===== src/vhf_pkg.sv =====
// ----------------------------------------------------------------------------
// Verhoeff check digit package
// Constant tables of the dihedral group of order 10 and lookup functions
// for the check digit datapath; its checker shares only the widths and DIGIT_MAX.
// ----------------------------------------------------------------------------
package vhf_pkg;

    // Width of one decimal digit and of the digit position counter.
    localparam int DIGIT_W = 4;
    localparam int POS_W   = 3;
    localparam int RADIX   = 10;
    localparam int TDATA_W = 8;

    typedef logic [DIGIT_W-1:0] digit_t;
    typedef logic [POS_W-1:0]   pos_t;

    // Multiplication table of the dihedral group D5.
    localparam digit_t MUL_TAB [RADIX][RADIX] = '{
        '{4'd0, 4'd1, 4'd2, 4'd3, 4'd4, 4'd5, 4'd6, 4'd7, 4'd8, 4'd9},
        '{4'd1, 4'd2, 4'd3, 4'd4, 4'd0, 4'd6, 4'd7, 4'd8, 4'd9, 4'd5},
        '{4'd2, 4'd3, 4'd4, 4'd0, 4'd1, 4'd7, 4'd8, 4'd9, 4'd5, 4'd6},
        '{4'd3, 4'd4, 4'd0, 4'd1, 4'd2, 4'd8, 4'd9, 4'd5, 4'd6, 4'd7},
        '{4'd4, 4'd0, 4'd1, 4'd2, 4'd3, 4'd9, 4'd5, 4'd6, 4'd7, 4'd8},
        '{4'd5, 4'd9, 4'd8, 4'd7, 4'd6, 4'd0, 4'd4, 4'd3, 4'd2, 4'd1},
        '{4'd6, 4'd5, 4'd9, 4'd8, 4'd7, 4'd1, 4'd0, 4'd4, 4'd3, 4'd2},
        '{4'd7, 4'd6, 4'd5, 4'd9, 4'd8, 4'd2, 4'd1, 4'd0, 4'd4, 4'd3},
        '{4'd8, 4'd7, 4'd6, 4'd5, 4'd9, 4'd3, 4'd2, 4'd1, 4'd0, 4'd4},
        '{4'd9, 4'd8, 4'd7, 4'd6, 4'd5, 4'd4, 4'd3, 4'd2, 4'd1, 4'd0}
    };

    // Position-dependent permutations, one row per position modulo 8.
    localparam digit_t PERM_TAB [8][RADIX] = '{
        '{4'd0, 4'd1, 4'd2, 4'd3, 4'd4, 4'd5, 4'd6, 4'd7, 4'd8, 4'd9},
        '{4'd1, 4'd5, 4'd7, 4'd6, 4'd2, 4'd8, 4'd3, 4'd0, 4'd9, 4'd4},
        '{4'd5, 4'd8, 4'd0, 4'd3, 4'd7, 4'd9, 4'd6, 4'd1, 4'd4, 4'd2},
        '{4'd8, 4'd9, 4'd1, 4'd6, 4'd0, 4'd4, 4'd3, 4'd5, 4'd2, 4'd7},
        '{4'd9, 4'd4, 4'd5, 4'd3, 4'd1, 4'd2, 4'd6, 4'd8, 4'd7, 4'd0},
        '{4'd4, 4'd2, 4'd8, 4'd6, 4'd5, 4'd7, 4'd3, 4'd9, 4'd0, 4'd1},
        '{4'd2, 4'd7, 4'd9, 4'd3, 4'd8, 4'd0, 4'd6, 4'd4, 4'd1, 4'd5},
        '{4'd7, 4'd0, 4'd4, 4'd6, 4'd9, 4'd1, 4'd3, 4'd2, 4'd5, 4'd8}
    };

    // Group inverse of each element.
    localparam digit_t INV_TAB [RADIX] = '{
        4'd0, 4'd4, 4'd3, 4'd2, 4'd1, 4'd5, 4'd6, 4'd7, 4'd8, 4'd9
    };

    localparam digit_t DIGIT_MAX = digit_t'(RADIX - 1);

    // Fold an out-of-range digit code 10..15 down to 0..5.
    function automatic digit_t vhf_fold(input digit_t d);
        return (d > DIGIT_MAX) ? digit_t'(d - digit_t'(RADIX)) : d;
    endfunction

    function automatic digit_t vhf_mul(input digit_t a, input digit_t b);
        return (a <= DIGIT_MAX && b <= DIGIT_MAX) ? MUL_TAB[a][b] : '0;
    endfunction

    function automatic digit_t vhf_perm(input pos_t p, input digit_t d);
        return (d <= DIGIT_MAX) ? PERM_TAB[p][d] : '0;
    endfunction

    function automatic digit_t vhf_inv(input digit_t a);
        return (a <= DIGIT_MAX) ? INV_TAB[a] : '0;
    endfunction

endpackage


===== src/verhoeff_check_digit_top.sv =====
// ----------------------------------------------------------------------------
// Verhoeff check digit engine
// Streams decimal digits, least significant first, and on the digit marked
// with tlast returns the check digit to append and a validity flag.
// ----------------------------------------------------------------------------
// The block takes one digit per cycle with no gaps between numbers. A digit
// enters an input register and is then folded into both accumulators through
// two table lookups, and the result of a number appears on the master side
// once its last digit has reached the result register. The output register
// frees the input side while a result waits: digits that do not end a number
// keep flowing, and only a last digit stalls until the waiting result has
// been taken. Only requests with s_axis_tlast set produce a result.
module verhoeff_check_digit_top
    import vhf_pkg::*;
(
    input  logic                aclk,
    input  logic                aresetn,
    input  logic                s_axis_tvalid,
    output logic                s_axis_tready,
    input  logic [TDATA_W-1:0]  s_axis_tdata,   // [3:0] digit, [7:4] zero
    input  logic                s_axis_tlast,
    output logic                m_axis_tvalid,
    input  logic                m_axis_tready,
    output logic [TDATA_W-1:0]  m_axis_tdata    // [3:0] check_digit, [4] valid_res
);

    logic   in_valid_reg;
    digit_t in_digit_reg;
    logic   in_last_reg;

    digit_t gen_accum_reg, gen_accum_next;
    digit_t check_accum_reg, check_accum_next;
    pos_t   position_reg;

    logic   out_valid_reg;
    digit_t out_check_reg;
    logic   out_res_reg;

    logic   out_free;
    logic   in_move;
    logic   s_accept;

    // Pipeline flow: a last digit waits only for a free output register.
    assign out_free      = !out_valid_reg || m_axis_tready;
    assign in_move       = in_valid_reg && (!in_last_reg || out_free);
    assign s_axis_tready = !in_valid_reg || in_move;
    assign s_accept      = s_axis_tvalid && s_axis_tready;

    // Input register.
    always_ff @(posedge aclk) begin
        if (!aresetn) begin
            in_valid_reg <= 1'b0;
        end else if (s_axis_tready) begin
            in_valid_reg <= s_axis_tvalid;
        end
        if (s_accept) begin
            in_digit_reg <= vhf_fold(s_axis_tdata[DIGIT_W-1:0]);
            in_last_reg  <= s_axis_tlast;
        end
    end

    // Accumulator update for the digit in the input register.
    always_comb begin
        gen_accum_next   = vhf_mul(gen_accum_reg,
                                   vhf_perm(pos_t'(position_reg + 1'b1), in_digit_reg));
        check_accum_next = vhf_mul(check_accum_reg, vhf_perm(position_reg, in_digit_reg));
    end

    // Accumulator and position state, cleared at the end of each number.
    always_ff @(posedge aclk) begin
        if (!aresetn) begin
            gen_accum_reg   <= '0;
            check_accum_reg <= '0;
            position_reg    <= '0;
        end else if (in_move) begin
            if (in_last_reg) begin
                gen_accum_reg   <= '0;
                check_accum_reg <= '0;
                position_reg    <= '0;
            end else begin
                gen_accum_reg   <= gen_accum_next;
                check_accum_reg <= check_accum_next;
                position_reg    <= pos_t'(position_reg + 1'b1);
            end
        end
    end

    // Result register.
    always_ff @(posedge aclk) begin
        if (!aresetn) begin
            out_valid_reg <= 1'b0;
        end else if (in_move && in_last_reg) begin
            out_valid_reg <= 1'b1;
        end else if (m_axis_tready) begin
            out_valid_reg <= 1'b0;
        end
        if (in_move && in_last_reg) begin
            out_check_reg <= vhf_inv(gen_accum_next);
            out_res_reg   <= (check_accum_next == '0);
        end
    end

    assign m_axis_tvalid = out_valid_reg;
    assign m_axis_tdata  = {{(TDATA_W-DIGIT_W-1){1'b0}}, out_res_reg, out_check_reg};

endmodule


===== config.mk =====
export PLATFORM = sky130hd
export DESIGN_NAME = verhoeff_check_digit_top
export DESIGN_NICKNAME = d
export VERILOG_FILES = /design/src/vhf_pkg.sv /design/src/verhoeff_check_digit_top.sv
export SDC_FILE = /design/constraint.sdc
export NUM_CORES = 1
export LEC_CHECK = 0
export BUFFER_PORTS_ARGS = -buffer_cell sky130_fd_sc_hd__buf_2
export CAP_MARGIN = 25
export CORE_UTILIZATION = 60
export DETAILED_ROUTE_END_ITERATION = 6
export HOLD_SLACK_MARGIN = 0.15
export PLACE_DENSITY = 0.79
export SYNTH_ARGS = -nofsm -noshare
export SYNTH_HDL_FRONTEND = slang
export SYNTH_SLANG_ARGS = --single-unit

===== constraint.sdc =====
create_clock -name aclk -period 4 [get_ports aclk]
set_input_delay 0.6 -clock aclk [delete_from_list [all_inputs] [get_ports aclk]]
set_output_delay 0.6 -clock aclk [all_outputs]
set_load 0.005 [all_outputs]

==> run summary, run 1 <==
========================================================================================
Area share of the largest cell type after synthesis .......................        8.24%
Initial Util ..............................................................        61.9%
Die Area .................................................................. 0.00639 mm^2
Share of synthesized flip-flops with an asynchronous set or reset .........           0%
Post-route DRC violation count ............................................            0
Total setup violations reported at the end of the flow ....................            0
Register bit count reported by yosys ......................................           23
Fmax ......................................................................    0.275 GHz
Cell accounting for the most synthesized area ............................. sky130_fd_sc_hd__edfxtp_1
Ports .....................................................................           23
Number of enable-type register cells in the synthesized netlist ...........           10
Max-slew violation count ..................................................            0
Largest buffer count on any clock path ....................................            2
Placement Rows ............................................................           28
CP Class ..................................................................      reg2reg
Worst slew margin .........................................................        43.6%
Static leakage ............................................................      1.48 nW
Vias ......................................................................        3,921
Post-detailed-routing wire length .........................................      9800 um
Clock slew at the register clock pins of the worst setup and hold paths ...      0.09 ns
Final Skew ................................................................   0.00787 ns
Max-cap check violation count .............................................            0
Dominant cells by area after synthesis .................................... sky130_fd_sc_hd__edfxtp_1, sky130_fd_sc_hd__ha_1, sky130_fd_sc_hd__dfxtp_1, sky130_fd_sc_hd__nor2_1, sky130_fd_sc_hd__o21ai_0
Arrival time at the worst endpoint ........................................      3.73 ns
Critical Path Sink Type ...................................................    flip-flop
Worst setup slack after placement .........................................     0.430 ns
Hold_buf cts ..............................................................            0
Cell area reported after detailed placement ............................... 0.00385 mm^2
Antenna viol nets, final ..................................................            0
Outcome ...................................................................    completed
Maximum number of pins on one net before global-route repair ..............           28
Post-CTS setup-driven buffer insertion count ..............................            0
Average wire per cell in the routed design ................................      16.6 um
Remaining global-route overflow ...........................................            0
Starting DRC count in detailed routing ....................................          370
Number of vias per cell ...................................................         6.65
Mean Syn Cell Area ........................................................    7.14 um^2
Hold Violations, Final ....................................................            0
Initial antenna violation count ...........................................            0
Final critical-path share of the clock period .............................        90.8%
CP bufs+invs ..............................................................            2
Width of the die ..........................................................      79.9 um
Kind of cell with the highest combined delay on the critical path ......... compound AO/OA/AOI/OAI gates
Worst Path Required .......................................................      4.09 ns
Number of diodes ..........................................................            0
Core outline area ......................................................... 0.00589 mm^2
Setup TNS Final ...........................................................         0 ns
Most common cell in the synthesized netlist ............................... sky130_fd_sc_hd__nor2_1
Maximum ir drop on the vdd rail ...........................................       197 uV
Cts bufs inserted .........................................................            3
Mapped cell area .......................................................... 0.00364 mm^2
Minimum clock period after layout .........................................      3.63 ns
List of cells traversed by the critical path .............................. inv_1 > ha_1 > nor2_1 > a211oi_1 > a311o_1 > a32o_1 > or2_1 > buf_4 > o41ai_1 > o21ai_1 > nor3_1 > nor2_1 > a21o_1 > a211oi_1
Vias in the first global route ............................................        3,441
Number of nets in the layout ..............................................          550
First-pass GRT wire length ................................................    16,300 um
Setup repair after global routing missed its margin .......................        false
Power per cell area .......................................................  222 mW/mm^2
Largest stage delay, worst path ...........................................      0.42 ns
Worst Max-Slew Pin Slew ...................................................     0.845 ns
Post-synth cell types .....................................................           79
Synthesis warning total ...................................................            0
Mapped Cells ..............................................................          510
Seq/Total Area, Yosys .....................................................        15.4%
Proportion of layout cells with a drive suffix above 1 ....................        13.0%
Overall global routing resource usage .....................................        31.7%
Number of buffer cells added on primary ports .............................           15
Final Wtd Congestion ......................................................        0.941
Instance count along the most critical hold path ..........................            1
Level count of the clock H-tree ...........................................            1
Most used DFF post-synth .................................................. sky130_fd_sc_hd__dfxtp_1
Quantity of gates resized following cts ...................................            0
DR pass1 iterations .......................................................            5
Number of cells on the worst reg-to-reg path ..............................           14
Overall die height ........................................................      79.9 um
Slowest cell on the critical path ......................................... sky130_fd_sc_hd__dfxtp_1
Leading post-synthesis cells by instance count ............................ sky130_fd_sc_hd__nor2_1, sky130_fd_sc_hd__nand2_1, sky130_fd_sc_hd__o21ai_0, sky130_fd_sc_hd__a21oi_1, sky130_fd_sc_hd__clkbuf_1
Final standard cell area without fillers .................................. 0.00390 mm^2
TritonCTS clock tree ......................................................        built
Setup ws final ............................................................     0.366 ns
Area growth syn-to-layout .................................................        7.01%
Clock sink count ..........................................................           23
Worst skew pair latency ...................................................      0.27 ns
Largest fanout on the critical path .......................................           11
Hold WC Path Type .........................................................       in2reg
Clock root buffer ......................................................... sky130_fd_sc_hd__clkbuf_8
Cell depth of the worst setup path ........................................           14
Sort of element at the start of the critical path .........................    flip-flop
Total half-perimeter wirelength after legalization and detailed placement .      7370 um
========================================================================================
kinds of logic (layout without fill, tap and decap cells):
| logic type | after synthesis | in the layout | share of synthesized area [%] |
|---|---|---|---|
| adders and majority gates | 21 | 21 | 7.21 |
| other | 1 | 3 | 0.103 |
| and+or+nand+nor | 188 | 188 | 25.3 |
| xor gates and xnor gates | 5 | 5 | 1.41 |
| muxes | 25 | 25 | 7.76 |
| buffers and inverters | 72 | 75 | 9.27 |
| AOI/OAI and AO/OA | 175 | 175 | 33.6 |
| DFF | 23 | 23 | 15.4 |
worst paths after layout:
kind	slack [ns]	end	startpoint
setup / recovery	0.37	out_res_reg$_DFFE_PP_	position_reg[0]$_SDFFE_PN0P_
hold / removal	0.51	in_last_reg$_DFFE_PP_	s_axis_tlast
setup reg to reg	0.37	out_res_reg$_DFFE_PP_	position_reg[0]$_SDFFE_PN0P_
hold reg to reg	0.56	position_reg[1]$_SDFFE_PN0P_	position_reg[1]$_SDFFE_PN0P_
through the flow:
stage	std cells	power, mW	utilization [%]	hold slack, ns
floorplan	512	0.594	-	0.514
global placement	586	0.701	65.5	0.525
detailed placement	586	0.711	65.5	0.542
CTS	590	0.856	66.2	0.504
global route	590	0.921	66.2	0.491
finish	590	0.866	66.2	0.505
cells in the final DEF, fill, tap and decap left out, types with 3 or more instances in the layout:
cell type / n
sky130_fd_sc_hd__nor2b_1: 10
sky130_fd_sc_hd__o21a_1: 8
sky130_fd_sc_hd__o211ai_1: 5
sky130_fd_sc_hd__o2111ai_1: 6
sky130_fd_sc_hd__clkbuf_8: 3
sky130_fd_sc_hd__nor3b_1: 4
sky130_fd_sc_hd__inv_1: 19
sky130_fd_sc_hd__a31oi_1: 9
sky130_fd_sc_hd__a311oi_1: 4
sky130_fd_sc_hd__nand2_1: 46
sky130_fd_sc_hd__a21o_1: 4
sky130_fd_sc_hd__and2_1: 6
sky130_fd_sc_hd__o311a_1: 3
sky130_fd_sc_hd__a211oi_1: 12
sky130_fd_sc_hd__o21ai_1: 6
sky130_fd_sc_hd__conb_1: 3
sky130_fd_sc_hd__nand2b_1: 8
sky130_fd_sc_hd__ha_1: 21
sky130_fd_sc_hd__mux2_1: 4
sky130_fd_sc_hd__and3_1: 3
sky130_fd_sc_hd__buf_4: 34
sky130_fd_sc_hd__o21ai_0: 36
sky130_fd_sc_hd__nor2_1: 49
sky130_fd_sc_hd__a21boi_0: 5
sky130_fd_sc_hd__a21oi_1: 29
sky130_fd_sc_hd__a211o_1: 4
sky130_fd_sc_hd__dfxtp_1: 13
sky130_fd_sc_hd__nor3_1: 17
sky130_fd_sc_hd__o31ai_1: 8
sky130_fd_sc_hd__nand3_1: 23
sky130_fd_sc_hd__o311ai_0: 3
sky130_fd_sc_hd__edfxtp_1: 10
sky130_fd_sc_hd__nand3b_1: 5
sky130_fd_sc_hd__buf_2: 15
sky130_fd_sc_hd__mux2i_1: 17
sky130_fd_sc_hd__a32o_1: 3
area by class of cell:
type	count	area, um^2
Multi-Input combinational cell	417	2750
Fill cell	541	1990
Sequential cell	23	561
Timing Repair Buffer	51	370
Tap cell	75	93.8
Inverter	20	75.1
Clock buffer	3	41.3
Clock inverter	1	5.00
report_power, final:
part	internal, mW	total [mW]	switching (mW)	leakage (nW)
registers	0.261	0.285	0.0241	0.203
logic	0.191	0.431	0.240	1.25
clock network	0.0697	0.150	0.0800	0.0255
total	0.522	0.866	0.344	1.48
per-layer routing:
layer	global-route usage [%]	vias up	wire, um
li1	-	1909	-
met1	41.0	1825	4160
met2	55.6	163	4880
met3	2.63	24	549
met4	9.29	0	210
met5	0	-	0
No activity file was read; power rests on OpenSTA's default activity.
==> inputs of run 2 (changes only) <==
- BUFFER_PORTS_ARGS: -buffer_cell sky130_fd_sc_hd__buf_2 -> default
- DONT_BUFFER_PORTS: default -> 1
- PLACE_DENSITY: 0.79 -> 0.76
==> run 2 against run 1 <==
Net effect:
- global-route usage down 1.8 points
- via count about the same
- largest cell class unchanged
- largest power group unchanged
- critical path type unchanged
- clock power down 4%
==> run summary, run 2 (synthesized netlist as in run 1, its figures left out) <==
========================================================================================
Worst hold slack ..........................................................     0.425 ns
Level count of the clock H-tree ...........................................            1
Worst slew margin .........................................................        47.7%
Minimum clock period after layout .........................................      3.77 ns
Worst skew pair latency ...................................................      0.26 ns
First-pass GRT wire length ................................................    15,500 um
DR pass1 iterations .......................................................            5
Largest buffer count on any clock path ....................................            2
Worst Max-Slew Pin Slew ...................................................     0.783 ns
Worst Path Required .......................................................      4.02 ns
TritonCTS clock tree ......................................................        built
Clock slew at the register clock pins of the worst setup and hold paths ...      0.08 ns
Outcome ...................................................................    completed
Fmax ......................................................................    0.265 GHz
Clock sink count ..........................................................           23
Setup ws final ............................................................     0.227 ns
Post-detailed-routing wire length .........................................      9550 um
Total setup violations reported at the end of the flow ....................            0
Initial Util ..............................................................        61.9%
Overall global routing resource usage .....................................        29.8%
Hold Violations, Final ....................................................            0
Remaining global-route overflow ...........................................            0
Hold WC Path Type .........................................................       in2reg
Placement Rows ............................................................           28
Register-to-Register Setup Slack ..........................................      0.23 ns
Final critical-path share of the clock period .............................        94.3%
Maximum ir drop on the vdd rail ...........................................       305 uV
Antenna viol nets, final ..................................................            0
Quantity of gates resized following cts ...................................            0
Cts bufs inserted .........................................................            3
Total half-perimeter wirelength after legalization and detailed placement .      6960 um
Starting DRC count in detailed routing ....................................          562
Max-slew violation count ..................................................            0
Number of buffer cells added on primary ports .............................            0
Overall die height ........................................................      79.9 um
Ports .....................................................................           23
Worst setup slack after placement .........................................     0.311 ns
Die Area .................................................................. 0.00639 mm^2
Power per cell area .......................................................  221 mW/mm^2
Proportion of layout cells with a drive suffix above 1 ....................        8.37%
Critical Path Sink Type ...................................................    flip-flop
Setup repair after global routing missed its margin .......................        false
Vias in the first global route ............................................        3,311
Area of the multi-input gates ............................................. 0.00275 mm^2
Average wire per cell in the routed design ................................      16.9 um
Maximum number of pins on one net before global-route repair ..............           28
Final Skew ................................................................   0.00449 ns
Static leakage ............................................................      1.37 nW
Fill cell instance count of the final layout ..............................          536
Most common cell after layout, fill and taps aside ........................ sky130_fd_sc_hd__nor2_1
Number of diodes ..........................................................            0
Combined flip-flop and latch cell area ....................................     561 um^2
Vias ......................................................................        3,922
Sort of element at the start of the critical path .........................    flip-flop
Most frequent cells in the layout ......................................... sky130_fd_sc_hd__nor2_1, sky130_fd_sc_hd__nand2_1, sky130_fd_sc_hd__o21ai_0
Clock root buffer ......................................................... sky130_fd_sc_hd__clkbuf_8
CP Class ..................................................................      reg2reg
Width of the die ..........................................................      79.9 um
Post-CTS setup-driven buffer insertion count ..............................            0
Setup TNS Final ...........................................................         0 ns
Initial antenna violation count ...........................................            0
Max-cap check violation count .............................................            0
Final Wtd Congestion ......................................................        0.958
Core outline area ......................................................... 0.00589 mm^2
Number of nets in the layout ..............................................          525
Number of vias per cell ...................................................         6.94
Post-route DRC violation count ............................................            0
Arrival time at the worst endpoint ........................................      3.79 ns
Largest fanout on the critical path .......................................           10
Area growth syn-to-layout .................................................        2.16%
Final Total Pwr ...........................................................     0.823 mW
Hold_buf cts ..............................................................            0
========================================================================================
run 2: cell types whose count changed in the layout (fill, tap and decap cells not counted):
cell | before | now
sky130_fd_sc_hd__buf_4 | 34 | 26
sky130_fd_sc_hd__buf_12 | 2 | 0
sky130_fd_sc_hd__clkinv_2 | 1 | 0
sky130_fd_sc_hd__clkbuf_1 | 0 | 1
sky130_fd_sc_hd__buf_2 | 15 | 0
run 2: area by class of cell:
class,instances,area share (%)
flip-flops and latches,23,15.1
repair buffers,26,5.24
multi-input cells,417,73.9
clock buffers,4,1.21
inverters,20,2.02
well taps,75,2.52
run 2: path summary, 6_finish.rpt:
check | startpoint | endpoint | depth (start not counted)
worst max-delay path | position_reg[0]$_SDFFE_PN0P_ | out_check_reg[0]$_SDFFCE_PN0P_ | 12
worst min-delay path | s_axis_tdata[0] | in_digit_reg[0]$_DFFE_PP_ | 0
worst max register to register | position_reg[0]$_SDFFE_PN0P_ | out_check_reg[0]$_SDFFCE_PN0P_ | 12
worst min register to register | position_reg[1]$_SDFFE_PN0P_ | position_reg[1]$_SDFFE_PN0P_ | 2
run 2: per-stage QoR:
stage	utilization, %	instance area, um^2	std cells
after floorplan	-	3650	512
after global placement	62.5	3680	561
after CTS	63.2	3720	565
after detailed placement	62.5	3680	561
final	63.2	3720	565
after global routing	63.2	3720	565
run 2: layer usage:
metal  part of all wire, %  global-route usage (%)  routed length (um)  vias to the layer above
li1                      -                       -                   -                     1838
met1                    44                    42.4                4250                     1852
met2                    47                    48.8                4480                      211
met3                   7.3                    2.17                 697                       21
met4                   1.4                    6.79                 131                        0
met5                     0                       0                   0                        -
run 2: where the power goes:
group / total (mW) / switching, mW / internal, mW
clock network: 0.144 / 0.0725 / 0.0711
logic: 0.395 / 0.230 / 0.165
registers: 0.285 / 0.0235 / 0.261
total: 0.823 / 0.326 / 0.498
run 2: worst max-delay path, stage by stage (launching register included):
cell	delay [ns]
sky130_fd_sc_hd__dfxtp_1	0.46
sky130_fd_sc_hd__ha_1	0.29
sky130_fd_sc_hd__xor2_2	0.49
sky130_fd_sc_hd__mux2_1	0.41
sky130_fd_sc_hd__nand2_1	0.09
sky130_fd_sc_hd__a21oi_1	0.12
sky130_fd_sc_hd__or3_1	0.53
sky130_fd_sc_hd__o32a_1	0.39
sky130_fd_sc_hd__o2111ai_1	0.27
sky130_fd_sc_hd__nand2_1	0.09
sky130_fd_sc_hd__nand3b_1	0.11
sky130_fd_sc_hd__mux2i_1	0.19
sky130_fd_sc_hd__o21ai_1	0.08
==> inputs of run 3 (changes only) <==
- GPL_TIMING_DRIVEN: default -> 0
- PLACE_DENSITY: 0.76 -> default
- PLACE_DENSITY_LB_ADDON: default -> 0.08
==> run 3 against run 2 <==
Net effect:
- worst setup slack got worse by 0.094 ns
- sequential power decreased by 5%
- sequential share of layout area decreased by 0.49 points
- count of clock-buffer cells in the layout unchanged
- fmax decreased by 2.4%
- first-iteration DRC count decreased by 5.9%
- die area unchanged
- clock skew decreased by 0.0025 ns
- critical endpoint is now out_res_reg$_DFFE_PP_
- via count increased by 4.0%
- register-to-register slack got worse by 0.09 ns
- core utilization increased by 3.0 points
- critical path depth increased by 2
==> run summary, run 3 (synthesized netlist as in run 1, its figures left out) <==
========================================================================================
Outcome ...................................................................    completed
Clock sink count ..........................................................           23
Width of the die ..........................................................      79.9 um
Final critical-path share of the clock period .............................        96.7%
Number of vias per cell ...................................................         6.90
Crit. Startpoint .......................................................... position_reg[0]$_SDFFE_PN0P_
Clock root buffer ......................................................... sky130_fd_sc_hd__clkbuf_8
Clock slew at the register clock pins of the worst setup and hold paths ...      0.08 ns
TritonCTS clock tree ......................................................        built
Largest fanout on the critical path .......................................           10
Hold_buf cts ..............................................................            0
Post-route insts no fill ..................................................          591
Fill cell instance count of the final layout ..............................          526
Vias ......................................................................        4,080
Starting DRC count in detailed routing ....................................          529
Static leakage ............................................................      1.42 nW
Hold Violations, Final ....................................................            0
Sort of element at the start of the critical path .........................    flip-flop
Maximum number of pins on one net before global-route repair ..............           13
Maximum ir drop on the vdd rail ...........................................       244 uV
Critical Path Sink Type ...................................................    flip-flop
Hold WC Path Type .........................................................       in2reg
Worst skew pair latency ...................................................      0.26 ns
DR pass1 iterations .......................................................            5
Placement Rows ............................................................           28
Arrival time at the worst endpoint ........................................      3.96 ns
Worst Max-Slew Pin Slew ...................................................     0.763 ns
Number of nets in the layout ..............................................          551
Met1 WL ...................................................................      4650 um
Cts bufs inserted .........................................................            3
Initial antenna violation count ...........................................            0
Total half-perimeter wirelength after legalization and detailed placement .      7710 um
Average wire per cell in the routed design ................................      18.0 um
Final core utilization ....................................................        66.2%
Proportion of layout cells with a drive suffix above 1 ....................        11.6%
Worst slew margin .........................................................        49.0%
Remaining global-route overflow ...........................................            0
Fmax ......................................................................    0.259 GHz
Worst Path Required .......................................................      4.09 ns
Final Skew ................................................................   0.00194 ns
Power per cell area .......................................................  219 mW/mm^2
Largest buffer count on any clock path ....................................            2
First-pass GRT wire length ................................................    16,700 um
Minimum clock period after layout .........................................      3.87 ns
Post-detailed-routing wire length .........................................    10,600 um
Max-slew violation count ..................................................            0
Overall die height ........................................................      79.9 um
Post-placement cell count .................................................          587
Final Wtd Congestion ......................................................        0.937
Overall global routing resource usage .....................................        32.4%
Number of diodes ..........................................................            0
Initial Util ..............................................................        61.9%
CP Class ..................................................................      reg2reg
Number of buffer cells added on primary ports .............................            0
Die Area .................................................................. 0.00639 mm^2
Antenna viol nets, final ..................................................            0
Area growth syn-to-layout .................................................        7.01%
Ports .....................................................................           23
Core outline area ......................................................... 0.00589 mm^2
Origin of the worst min-delay path ........................................ s_axis_tlast
Final Total Pwr ...........................................................     0.855 mW
Level count of the clock H-tree ...........................................            1
Total setup violations reported at the end of the flow ....................            0
Worst R2R Start ........................................................... position_reg[0]$_SDFFE_PN0P_
Metal2 WL .................................................................      4890 um
Vias in the first global route ............................................        3,531
Most frequent cells in the layout ......................................... sky130_fd_sc_hd__nor2_1, sky130_fd_sc_hd__nand2_1, sky130_fd_sc_hd__o21ai_0
Most common cell after layout, fill and taps aside ........................ sky130_fd_sc_hd__nor2_1
Routed length on met3 .....................................................       827 um
Post-route DRC violation count ............................................            0
Top metal layer carrying routed signals ...................................         met4
Worst hold slack ..........................................................     0.429 ns
Max-cap check violation count .............................................            0
========================================================================================
-- run 3: routing by layer --
layer	vias to the layer above	GRT usage, %
li1	1910	-
met1	1869	44.9
met2	260	52.6
met3	41	2.29
met4	0	11.4
met5	-	0
-- run 3: power breakdown --
| group | internal (mW) | switching [mW] |
|---|---|---|
| Sequential | 0.260 | 0.0116 |
| Combinational | 0.176 | 0.265 |
| Clock | 0.0710 | 0.0702 |
-- run 3: area by class of cell --
cell class | instances | area, um^2 | area share [%]
inverter | 20 | 78.8 | 2.02
multi-input combinational | 417 | 2830 | 72.5
tap | 75 | 93.8 | 2.41
sequential | 23 | 568 | 14.6
buffer | 49 | 265 | 6.80
timing repair buffer | 3 | 22.5 | 0.578
clock buffer | 4 | 45.0 | 1.16
-- run 3: repair_timing --
item	in CTS	in global routing
endpoints found under the setup margin	10	5
resized for setup	9	18
setup buffers	0	3
pin swaps	0	2
-- run 3: stage by stage --
step	setup WS (ns)	setup TNS [ns]	cell area, um^2
after global placement	-0.543	-1.86	3740
after floorplan	0.422	0	3650
after global routing	-0.00997	-0.00997	3900
after detailed placement	-0.688	-2.33	3740
final	0.133	0	3900
after CTS	0.0000511	0	3800
-- run 3: final timing paths --
check	end	cells after the start	slack (ns)
max reg2reg	out_res_reg$_DFFE_PP_	14	0.13
min	in_last_reg$_DFFE_PP_	0	0.43
max	out_res_reg$_DFFE_PP_	14	0.13
min reg2reg	position_reg[1]$_SDFFE_PN0P_	2	0.56
-- run 3: worst max-delay path: stages (launching register included) --
cell and delay, ns:
sky130_fd_sc_hd__dfxtp_4 0.40, sky130_fd_sc_hd__buf_6 0.16, sky130_fd_sc_hd__clkinvlp_4 0.15, sky130_fd_sc_hd__ha_1 0.37
sky130_fd_sc_hd__or2_2 0.36, sky130_fd_sc_hd__mux4_2 0.47, sky130_fd_sc_hd__o22a_1 0.21, sky130_fd_sc_hd__nor2_1 0.09
sky130_fd_sc_hd__o31a_1 0.28, sky130_fd_sc_hd__buf_4 0.23, sky130_fd_sc_hd__o2111ai_1 0.16, sky130_fd_sc_hd__o22ai_1 0.25
sky130_fd_sc_hd__o32ai_2 0.11, sky130_fd_sc_hd__nand2b_1 0.19, sky130_fd_sc_hd__a211oi_2 0.26
